--- config.mk ---
export PLATFORM = sky130hd
export DESIGN_NAME = tacs_cfg
export DESIGN_NICKNAME = d
export VERILOG_FILES = /design/src/rtl/tree_ancestral_categorical_sampler_assert.svh /design/src/rtl/tacs_pkg.sv /design/src/rtl/tacs_cfg.sv
export SDC_FILE = /design/constraint.sdc
export NUM_CORES = 1
export LEC_CHECK = 0
export ABC_AREA = 0
export BUFFER_PORTS_ARGS = -buffer_cell sky130_fd_sc_hd__buf_2
export CORE_UTILIZATION = 49
export DETAILED_ROUTE_END_ITERATION = 8
export GPL_ROUTABILITY_DRIVEN = 0
export PLACE_DENSITY = 0.81
export SLEW_MARGIN = 10
export SYNTH_ARGS = -nofsm -noshare
export SYNTH_HDL_FRONTEND = slang
export SYNTH_SLANG_ARGS = --single-unit
--- constraint.sdc ---
create_clock -name clk -period 1.3 [get_ports clk]
set_input_delay 0.065 -clock clk [delete_from_list [all_inputs] [get_ports clk]]
set_output_delay 0.065 -clock clk [all_outputs]
set_load 0.01 [all_outputs]
--- src/rtl/tree_ancestral_categorical_sampler_assert.svh ---
// Assertion macros for the tree sampler.
`ifndef TREE_ANCESTRAL_CATEGORICAL_SAMPLER_ASSERT_SVH
`define TREE_ANCESTRAL_CATEGORICAL_SAMPLER_ASSERT_SVH
`ifndef ASSERT_OFF
`define TACS_ASSERT(label, clk, rst, prop, msg) \
  label: assert property (@(posedge clk) disable iff (rst) prop) else $error(msg);
`define TACS_ASSERT_NR(label, clk, prop, msg) \
  label: assert property (@(posedge clk) prop) else $error(msg);
`else
`define TACS_ASSERT(label, clk, rst, prop, msg)
`define TACS_ASSERT_NR(label, clk, prop, msg)
`endif
`endif

--- src/rtl/tacs_pkg.sv ---
// Shared constants and types for the tree sampler.
package tacs_pkg;
  localparam int DEF_MAX_HIDDEN = 16;
  localparam int DEF_MAX_VOCAB  = 128;
  localparam int DEF_MAX_LEVELS = 8;
  localparam int DEF_MAX_DEGREE = 4;
  localparam int DEF_PROB_BITS  = 16;

  localparam logic [1:0] ACT_ROOT = 2'd0;
  localparam logic [1:0] ACT_HID  = 2'd1;
  localparam logic [1:0] ACT_EMIT = 2'd2;
  localparam logic [1:0] ACT_DRAW = 2'd3;

  localparam logic [1:0] REG_BRANCHING = 2'd0;
  localparam logic [1:0] REG_LEVELS    = 2'd1;
  localparam logic [1:0] REG_HIDDEN    = 2'd2;
  localparam logic [1:0] REG_VOCAB     = 2'd3;

  localparam logic [1:0] TBL_ROOT = 2'd0;
  localparam logic [1:0] TBL_HID  = 2'd1;
  localparam logic [1:0] TBL_EMIT = 2'd2;

  // controller -> datapath
  typedef struct packed {
    logic       load;       // write table entry from input word
    logic       start;      // begin search on input word
    logic       step;       // read data valid, narrow interval
    logic       commit;     // search done, update traversal
  } tacs_cmd_t;

  // datapath -> controller
  typedef struct packed {
    logic       done;       // interval closed
    logic       is_leaf;    // node being sampled is a leaf
  } tacs_stat_t;
endpackage

--- src/rtl/tacs_cfg.sv ---
// Configuration register file.
module tacs_cfg (
  input  logic       clk,
  input  logic       rst,
  input  logic       cfg_valid,
  output logic       cfg_ready,
  input  logic [1:0] cfg_index,
  input  logic [7:0] cfg_data,
  output logic [2:0] branching,
  output logic [3:0] level_count,
  output logic [4:0] hidden_count,
  output logic [7:0] vocab_count
);
  import tacs_pkg::*;
  assign cfg_ready = 1'b1;
  always_ff @(posedge clk) begin
    if (rst) begin
      branching <= 3'd2;
      level_count <= 4'd2;
      hidden_count <= 5'd16;
      vocab_count <= 8'd128;
    end else if (cfg_valid) begin
      case (cfg_index)
        REG_BRANCHING: branching    <= cfg_data[2:0];
        REG_LEVELS:    level_count  <= cfg_data[3:0];
        REG_HIDDEN:    hidden_count <= cfg_data[4:0];
        REG_VOCAB:     vocab_count  <= cfg_data;
        default: ;
      endcase
    end
  end
endmodule

* After elaboration in Yosys (flattened, before gate mapping) *
Cells that the tools add are included.

cells by class
  equality and inequality tests = 3
  reduce and logical (&&, ||, !) cells = 5

operators by type and width
  operator            count
  $reduce_and 2->1    4
  $eq 2x2->1 const B  2
  $eq 2x1->1 const B  1
  $logic_not 2->1     1

word-level totals
  bits in registers = 20
  input bits = 13
  word-level logic and storage cells = 12

* Logic depth before layout (Yosys ltp) *
  word-level depth = 2
  depth in mapped cells = 3

* Worst setup path after synthesis *
OpenSTA, ideal clock, no wires.

  path kind = input to register
  start = in cfg_index[1]
  end = reg branching[1]
  library setup time = 0.121 ns
  arrival = 0.663 ns
  data required time = 1.179 ns
  path slack = 0.516 ns
  stages on the path = 3
  buffers on the path = 1
  cell sequence = or3b_1 > buf_2 > mux2i_1

on the way
  longest elaborated chain between the ends = 2

RTL lines
  element                     RTL line        text
  start, declared             tacs_cfg.sv:7   input logic [1:0] cfg_index,
  $logic_not 2->1             tacs_cfg.sv:23  case (cfg_index)
  $reduce_and 2->1 (no line)  n/a
  end signal, assigned        tacs_cfg.sv:24  REG_BRANCHING: branching <= cfg_data[2:0];
  end, declared               tacs_cfg.sv:9   output logic [2:0] branching,

Every way passes these cells.
A chain may end at the register's enable or synchronous reset.

* Worst setup path in the final report *
  start = reg hidden_count[4]
  end = out hidden_count[4]

RTL lines
  element                 RTL line        text
  start, declared         tacs_cfg.sv:11  output logic [4:0] hidden_count,
  start signal, assigned  tacs_cfg.sv:26  REG_HIDDEN: hidden_count <= cfg_data[4:0];

No word-level cell between the ends.

==> metrics <==
status finished, violations left; failing checks DRC; post-synthesis mux area share 23.77%; Final min period 0.8329 ns; area of the die 0.001888 mm^2; Synth Area per Inst 10.27 um^2; Row Count 14; Total Routed Length 1.470 mm; CTS tree yes; Mapped Area 842.1 um^2; worst hold slack 0.02358 ns; setup TNS 0 ns; cell family with most CP delay flip-flops; Synth area leaders dfxtp_1 (48%), mux2i_1 (24%), nand2b_1 (17%), nor2_1 (3.1%), nand3b_1 (1.8%); WP data arrival 0.77 ns; Worst R2R Setup Slack 0.66 ns; largest family of logic cells by synthesized area simple AND/OR/NAND/NOR gates; Leak 0.5148 nW; GRT Util Overall 17.70%; Post-CTS Hold Fix Bufs 0; first-pass GRT wire length 2.504 mm; CP Launch Type flip-flop; critical path depth 1; Fmax 1201 MHz; via count 625; RSZ-0062 raised after global routing false; Setup Viol. Count Final 0; top cell type by total area after synthesis dfxtp_1; layout cells sized above 1 32.14%; drc violations 2; Hold Crit Depth 3; Post-Synth Adder-Cell Area 0%; Synth Area in Compound Gates 0%; Post-synth ARST share 0%; #FFs+latches synth 20; r2r worst-path depth 2; area delta synth->final 22.29%; fin. max-slew vios 0; Power Density 1084 mW/mm^2; filler cell count 133; EDFF count, synth 0; Pre-antenna DRT Iters 6; Synth Flop Type dfxtp_1; io pins 34; worst setup path class reg2out; top cell type's share of synthesized area 47.55%; Syn Inst Count 82; post-CTS setup buffer count 0; WP data required 1.24 ns; Post-Place Setup Slack 0.3437 ns; CP max stage delay 0.35 ns; DR iter-0 viols 15; count of different cell masters after synthesis 12; worst hold path type in2reg; H-tree depth 1; initial antenna violation count 0; Die X 43.46 um; Die H 43.46 um; Worst-Skew Late Latency 0.28 ns; vias per cell 4.883; Routed Antenna Nets 0; GRT overflow 0; clock slew at reported path FFs 0.10 ns; top-count cell post-synth nand2b_1; Fin Clk Skew 0 ns; CTS sink cnt 20; final core utilization 66.05%; IR drop worst, VDD 0.0006992 V; fin crit share 64.07%; number of gates resized after CTS 0; Final Hold Vio Count 0; vias in the first global route 579; crit path capture type output port; starting density of the core 54.01%; Root Driver clkbuf_4; syn_nets 95; XOR/XNOR Fraction of Synth Area 0%; CP max-delay cell dfxtp_1; TritonCTS buffer count 3; sequential share of the synthesized area 47.55%; warnings from Yosys 0; Crit Path Max Fanout 2; WL/cell 11.48 um; Setup WS post-layout 0.4671 ns; # nets final 126; CP bufs+invs 1; Port Buf Inserts 32; Post-Synth Simple-Gate Area 24.81%; largest net degree at the start of global routing 31; maxcap violations 0; HPWL after DPL 1.070 mm; CP Cell Sequence buf_2; Max clock buf depth 2; diode count 0; Core Footprint 0.001559 mm^2; commonest cells in the netlist nand2b_1 (23), dfxtp_1 (20), mux2i_1 (20)
==> path summary, 6_finish.rpt <==
| check | startpoint | end |
|---|---|---|
| worst max register to register | level_count[1] | level_count[1] |
| worst min register to register | vocab_count[0] | vocab_count[0] |
| worst min-delay path | cfg_data[6] | vocab_count[6] |
| worst max-delay path | hidden_count[4] | hidden_count[4] |
==> cells by family after synthesis <==
kind of cell  after synthesis
mux                        20
buf+inv                     6
other cells                 1
simple gates               35
flops                      20
==> power by group <==
group	switching, mW	internal [mW]	leakage, nW
combinational	0.0653	0.0635	0.331
sequential	0.0100	0.634	0.163
clock	0.173	0.170	0.0210
==> sequential cells by signal, summed over array words and instances (netlist names) <==
| name | cells |
|---|---|
| branching | 3 |
| hidden_count | 5 |
| level_count | 4 |
| vocab_count | 8 |
==> cells in the final DEF (no fill, tap or decap) <==
cell and instances:
and3_1 1, and3b_1 1, buf_2 32, clkbuf_4 3, clkbuf_8 1, conb_1 1
dfxtp_1 20, mux2i_1 20, nand2b_1 23, nand3b_1 2, nor2_1 7, or3b_1 1
==> final cells by class <==
type                    count  area [um^2]  area share (%)
repair buffers             32        160.2           15.55
flip-flops and latches     20        400.4           38.88
multi-input cells          56        412.9           40.10
clock buffers               4        36.28           3.524
well taps                  16        20.02           1.944
==> stage by stage <==
step | instances | instance area [um^2] | total power [mW]
2_1_floorplan | 82 | 842.1 | 0.7395
3_5_place_dp | 124 | 993.5 | 0.7879
4_1_cts | 128 | 1030 | 1.133
6_report | 128 | 1030 | 1.116
3_3_place_gp | 124 | 993.5 | 0.7843
5_1_grt | 128 | 1030 | 1.175
==> per-layer routing <==
layer	up-vias	track usage, %	routed length (um)
met5	-	0	0
met4	0	7.500	12
met3	2	2.500	57
met2	19	30.00	681
met1	280	22.51	718
li1	324	-	-
Power figures use the tool's default switching activity.
