===== src/rtl/tree_ancestral_categorical_sampler_assert.svh =====
// Assertion macros for the tree sampler.
`ifndef TREE_ANCESTRAL_CATEGORICAL_SAMPLER_ASSERT_SVH
`define TREE_ANCESTRAL_CATEGORICAL_SAMPLER_ASSERT_SVH
`ifndef ASSERT_OFF
`define TACS_ASSERT(label, clk, rst, prop, msg) \
  label: assert property (@(posedge clk) disable iff (rst) prop) else $error(msg);
`define TACS_ASSERT_NR(label, clk, prop, msg) \
  label: assert property (@(posedge clk) prop) else $error(msg);
`else
`define TACS_ASSERT(label, clk, rst, prop, msg)
`define TACS_ASSERT_NR(label, clk, prop, msg)
`endif
`endif


===== src/rtl/tacs_pkg.sv =====
// Shared constants and types for the tree sampler.
package tacs_pkg;
  localparam int DEF_MAX_HIDDEN = 16;
  localparam int DEF_MAX_VOCAB  = 128;
  localparam int DEF_MAX_LEVELS = 8;
  localparam int DEF_MAX_DEGREE = 4;
  localparam int DEF_PROB_BITS  = 16;

  localparam logic [1:0] ACT_ROOT = 2'd0;
  localparam logic [1:0] ACT_HID  = 2'd1;
  localparam logic [1:0] ACT_EMIT = 2'd2;
  localparam logic [1:0] ACT_DRAW = 2'd3;

  localparam logic [1:0] REG_BRANCHING = 2'd0;
  localparam logic [1:0] REG_LEVELS    = 2'd1;
  localparam logic [1:0] REG_HIDDEN    = 2'd2;
  localparam logic [1:0] REG_VOCAB     = 2'd3;

  localparam logic [1:0] TBL_ROOT = 2'd0;
  localparam logic [1:0] TBL_HID  = 2'd1;
  localparam logic [1:0] TBL_EMIT = 2'd2;

  // controller -> datapath
  typedef struct packed {
    logic       load;       // write table entry from input word
    logic       start;      // begin search on input word
    logic       step;       // read data valid, narrow interval
    logic       commit;     // search done, update traversal
  } tacs_cmd_t;

  // datapath -> controller
  typedef struct packed {
    logic       done;       // interval closed
    logic       is_leaf;    // node being sampled is a leaf
  } tacs_stat_t;
endpackage


===== src/rtl/tacs_ctrl.sv =====
// Controller state machine for the tree sampler.
module tacs_ctrl (
  input  logic                clk,
  input  logic                rst,
  input  logic                in_valid,
  output logic                in_stall,
  input  logic [1:0]          action,
  input  logic                out_busy,
  input  tacs_pkg::tacs_stat_t stat,
  output tacs_pkg::tacs_cmd_t  cmd
);
  import tacs_pkg::*;
  `include "tree_ancestral_categorical_sampler_assert.svh"

  localparam logic [1:0] S_IDLE = 2'd0;
  localparam logic [1:0] S_READ = 2'd1;
  localparam logic [1:0] S_STEP = 2'd2;
  localparam logic [1:0] S_DONE = 2'd3;

  logic [1:0] state, state_next;
  logic       take;

  // a leaf commit needs the output register free
  assign in_stall = (state != S_IDLE);
  assign take     = in_valid && !in_stall;

  always_comb begin
    state_next = state;
    cmd = '0;
    case (state)
      S_IDLE: begin
        if (take) begin
          if (action == ACT_DRAW) begin
            cmd.start = 1'b1;
            state_next = S_READ;
          end else begin
            cmd.load = 1'b1;
          end
        end
      end
      S_READ: begin
        state_next = stat.done ? S_DONE : S_STEP;
      end
      S_STEP: begin
        cmd.step = 1'b1;
        state_next = S_READ;
      end
      S_DONE: begin
        if (!(stat.is_leaf && out_busy)) begin
          cmd.commit = 1'b1;
          state_next = S_IDLE;
        end
      end
      default: state_next = S_IDLE;
    endcase
  end

  always_ff @(posedge clk) begin
    if (rst) state <= S_IDLE;
    else     state <= state_next;
  end

  `TACS_ASSERT(a_one_cmd, clk, rst, $onehot0({cmd.load, cmd.start, cmd.step, cmd.commit}), "two commands at once")
  `TACS_ASSERT(a_start_read, clk, rst, cmd.start |=> (state == S_READ), "start did not enter search")
  `TACS_ASSERT(a_commit_idle, clk, rst, cmd.commit |=> (state == S_IDLE), "commit did not finish")
endmodule


===== config.mk =====
export PLATFORM = sky130hd
export DESIGN_NAME = tacs_ctrl
export DESIGN_NICKNAME = d
export VERILOG_FILES = /design/src/rtl/tacs_pkg.sv /design/src/rtl/tacs_ctrl.sv
export VERILOG_INCLUDE_DIRS = /design/src /design/src/rtl
export SDC_FILE = /design/constraint.sdc
export NUM_CORES = 1
export LEC_CHECK = 0
export BUFFER_PORTS_ARGS = -buffer_cell sky130_fd_sc_hd__buf_2
export CORE_AREA = 2 2 39 41
export DETAILED_ROUTE_END_ITERATION = 6
export DIE_AREA = 0 0 41 43
export PLACE_DENSITY_LB_ADDON = 0.08
export SYNTH_ARGS = -nofsm -noshare
export SYNTH_HDL_FRONTEND = slang
export SYNTH_SLANG_ARGS = --single-unit

===== constraint.sdc =====
create_clock -name clk -period 0.93 [get_ports clk]
set_input_delay 0.186 -clock clk [delete_from_list [all_inputs] [get_ports clk]]
set_output_delay 0.186 -clock clk [all_outputs]
set_load 0.05 [all_outputs]

Word-level counts from Yosys, hierarchy flattened
Index checks and enable logic that the tools add are counted.
{"block": "word_totals", "ff_bits": 2, "out_inout_bits": 5, "word_cells": 26}
{"block": "classes", "eq_ne": 7, "n_mux": 12, "reduce_logical": 6}
{"operator": "$mux 2", "n": 5}
{"operator": "$pmux 2 s4", "n": 1}
{"operator": "$eq 2x2->1 const B", "n": 3}
{"operator": "$mux 1", "n": 6}
{"operator": "$ne 2x2->1 const B", "n": 3}
{"operator": "$reduce_and 3->1", "n": 1}
{"operator": "$eq 2x1->1 const B", "n": 1}
{"operator": "$logic_and 1x1->1", "n": 2}
{"operator": "$logic_not 2->1", "n": 1}
{"operator": "$reduce_bool 2->1", "n": 1}
{"operator": "$logic_not 1->1", "n": 1}

Logic depth before layout (Yosys ltp)
{"block": "logic_depth", "ltp_word": 5, "depth_mapped": 2}

Worst setup path before layout
Ideal clock, no wire load.
{"block": "synth_timing", "path_type": "reg2out", "from": "reg state[0]", "to": "out cmd[2] (netlist name)", "t_arrival_ns": 2.020, "setup_slack_ns": -1.276, "path_stages_with_launch": 2, "path_buffers": 0, "path_cell_list": "dfxtp_1 nor4b_1"}
{"element": "start: declaration", "line": "tacs_ctrl.sv:20", "source": "logic [1:0] state, state_next;"}
{"element": "start signal: assignment", "line": "tacs_ctrl.sv:60", "source": "else state <= state_next;"}
{"element": "end: declaration", "line": "tacs_ctrl.sv:10", "source": "output tacs_pkg::tacs_cmd_t cmd"}

==> metrics.txt <==
post-DR vias/cell slightly below 4; nature of the critical path startpoint flip-flop; Syn Area/Cell a little over 8 um^2; endpoints failing setup 6; Final Power ~0.5 mW; Seq/Total Area, Yosys 0.311; TritonRoute pass-1 iters 2; worst min path class in2reg; switching power 0.159 mW; TritonCTS Buffers 3; clock skew ~0.001 ns; max-slew violation count 0; post-CTS setup repair buffer count 0; CTS tree yes; actual slew at the worst max-slew pin 0.252 ns; Synth area leader dfxtp_1; via count between 200 and 250; num rows 14; filler instances 154; static leakage between 0.15 and 0.2 nW; Synth area leaders dfxtp_1 (31%), a311oi_1 (14%), nand2b_1 (9.7%); post-synthesis register bit count 2; Slew headroom 0.832; WS Path Type reg2out; critical-path maximum fanout 4; reg2reg end state[0]$_SDFFE_PP0P_; Nets 50; combinational group share of total power 0.416; Max-cap violations 0; Final Cycle Share 1.31; Routed WL just over 500 um; WP data required roughly 0.74 ns; r2r startpoint state[0]$_SDFFE_PP0P_; Setup TNS -1.27 ns; layout cells sized above 1 0.900; VDD IR max ~0.00045 V; Period minus WS final roughly 1.2 ns; sw frac 0.319; Clock Latency Late Sink between 0.2 and 0.25 ns; Worst Setup SP state[0]$_SDFFE_PP0P_; Setup crit end kind output port; Yosys warnings 0; area share of the largest cell type after synthesis 0.311; Core ar. 1380 um^2; Critical Path End cmd[3]; Synth Net Count 24; port bufs 12; Post-Syn Instances 16; Area Growth Syn to Fin 209%; vias in the first global route 193; GRT Total Usage 0.0651; DRC violations left 0; hold path start rst; Antenna Nets Post-Route 0; pwr/cell area about 1300 nW/um^2; Util after Layout 0.288; reg2reg path depth 3; largest register by flop count state; failing checks setup timing; die width approximately 41 um; most frequent cells in the layout buf_2 (7), buf_4 (7), buf_6 (5); io pins 13; gr ovfl total 0; synthesized cell area around 130 um^2; DR WL/cell 9.11 um; Root Buffer clkbuf_4; max FFs per register 2; DP Wirelength ~410 um; flop2flop setup slack -0.02 ns; Fmax 820 MHz; clock slew at reported path FFs ~0.030 ns; Final GP Congestion just over 0.6; Flop pwr share 0.211; initial antenna violation count 0; Netlist cell types 12; first-pass GRT wire length 738 um; Initial Util 0.0931; clock sink count 2; die height around 43 um; DRT iter0 DRCs 2; final worst-path setup slack -0.290 ns; outcome finished with violations; # diodes 0; H-tree depth 1; Power Internal 0.339 mW; WP data arrival slightly above 1 ns; final hold vios 0; dpl ws -0.200 ns; largest net degree at the start of global routing 7; CTS max path bufs 2; RSZ-0062 raised after global routing yes; DIE AREA 1760 um^2; Top Registers state: 2 flops; Clock power frac 0.373
==> synthesized netlist by cell type <==
cell type	instances
nor4b_1	1
dfxtp_1	2
and3_2	1
a21oi_1	1
and3_1	1
nor2_1	1
inv_1	1
nand3_2	1
nor2b_1	1
nand2b_1	2
a311oi_1	2
nand2_1	2
==> stage by stage <==
step           instances  hold WS, ns  area, um^2
2_1_floorplan         16        0.257         154
3_3_place_gp          53        0.371         302
3_5_place_dp          53        0.363         302
4_1_cts               56        0.136         388
5_1_grt               56        0.146         398
6_report              56        0.146         398
==> layout make-up <==
class / count / area, um^2 / share of cell area
multi-input combinational: 13 / 130 / 0.327
sequential: 2 / 47.5 / 0.119
clock buffer: 3 / 22.5 / 0.0566
tap: 16 / 20.0 / 0.0503
inverter: 1 / 3.75 / 0.00943
timing repair buffer: 21 / 174 / 0.437
==> logic make-up (layout without fill, tap and decap cells) <==
family          after synthesis  count (layout)  share of synthesized area
simple gates                 10              10                      0.486
compound gates                3               3                      0.175
flops                         2               2                      0.311
buf+inv                       1              25                     0.0291
==> how the worst min path moves through the flow <==
| stage | endpoint | depth (start not counted) |
|---|---|---|
| final | state[0]$_SDFFE_PP0P_ | 2 |
| after global routing | state[0]$_SDFFE_PP0P_ | 2 |
| after CTS | state[0]$_SDFFE_PP0P_ | 2 |
| after detailed placement | state[0]$_SDFFE_PP0P_ | 2 |
| after global placement | state[0]$_SDFFE_PP0P_ | 2 |
| after floorplan | state[0]$_SDFFE_PP0P_ | 1 |
==> worst max-delay path, cell delays in order (launching register included) <==
cell,delay [ns]
dfxtp_4,0.35
nor2_2,0.13
and3_4,0.19
buf_8,0.14
==> per-layer routing <==
metal  part of all wire  GRT usage  up-vias
li1                   -          -      111
met1               0.41     0.0828      101
met2               0.53     0.0813        8
met3              0.061     0.0209        0
met4                  0     0.0600        0
met5                  0          0        -
==> power by group through the flow <==
stage | logic, mW | clock network, mW | registers (mW)
floorplan | 0.0888 | 0 | 0.107
global placement | 0.162 | 0 | 0.107
detailed placement | 0.163 | 0 | 0.107
CTS | 0.206 | 0.200 | 0.106
global route | 0.217 | 0.208 | 0.106
finish | 0.207 | 0.186 | 0.105
==> timing repair <==
action                                  in CTS  in global routing
resized for setup                           17                  3
endpoints found under the setup margin       6                  6
pin swaps                                    2                  1
cloned                                       0                  0
hold buffers                                 0                  0
No activity file was read; power rests on OpenSTA's default activity.
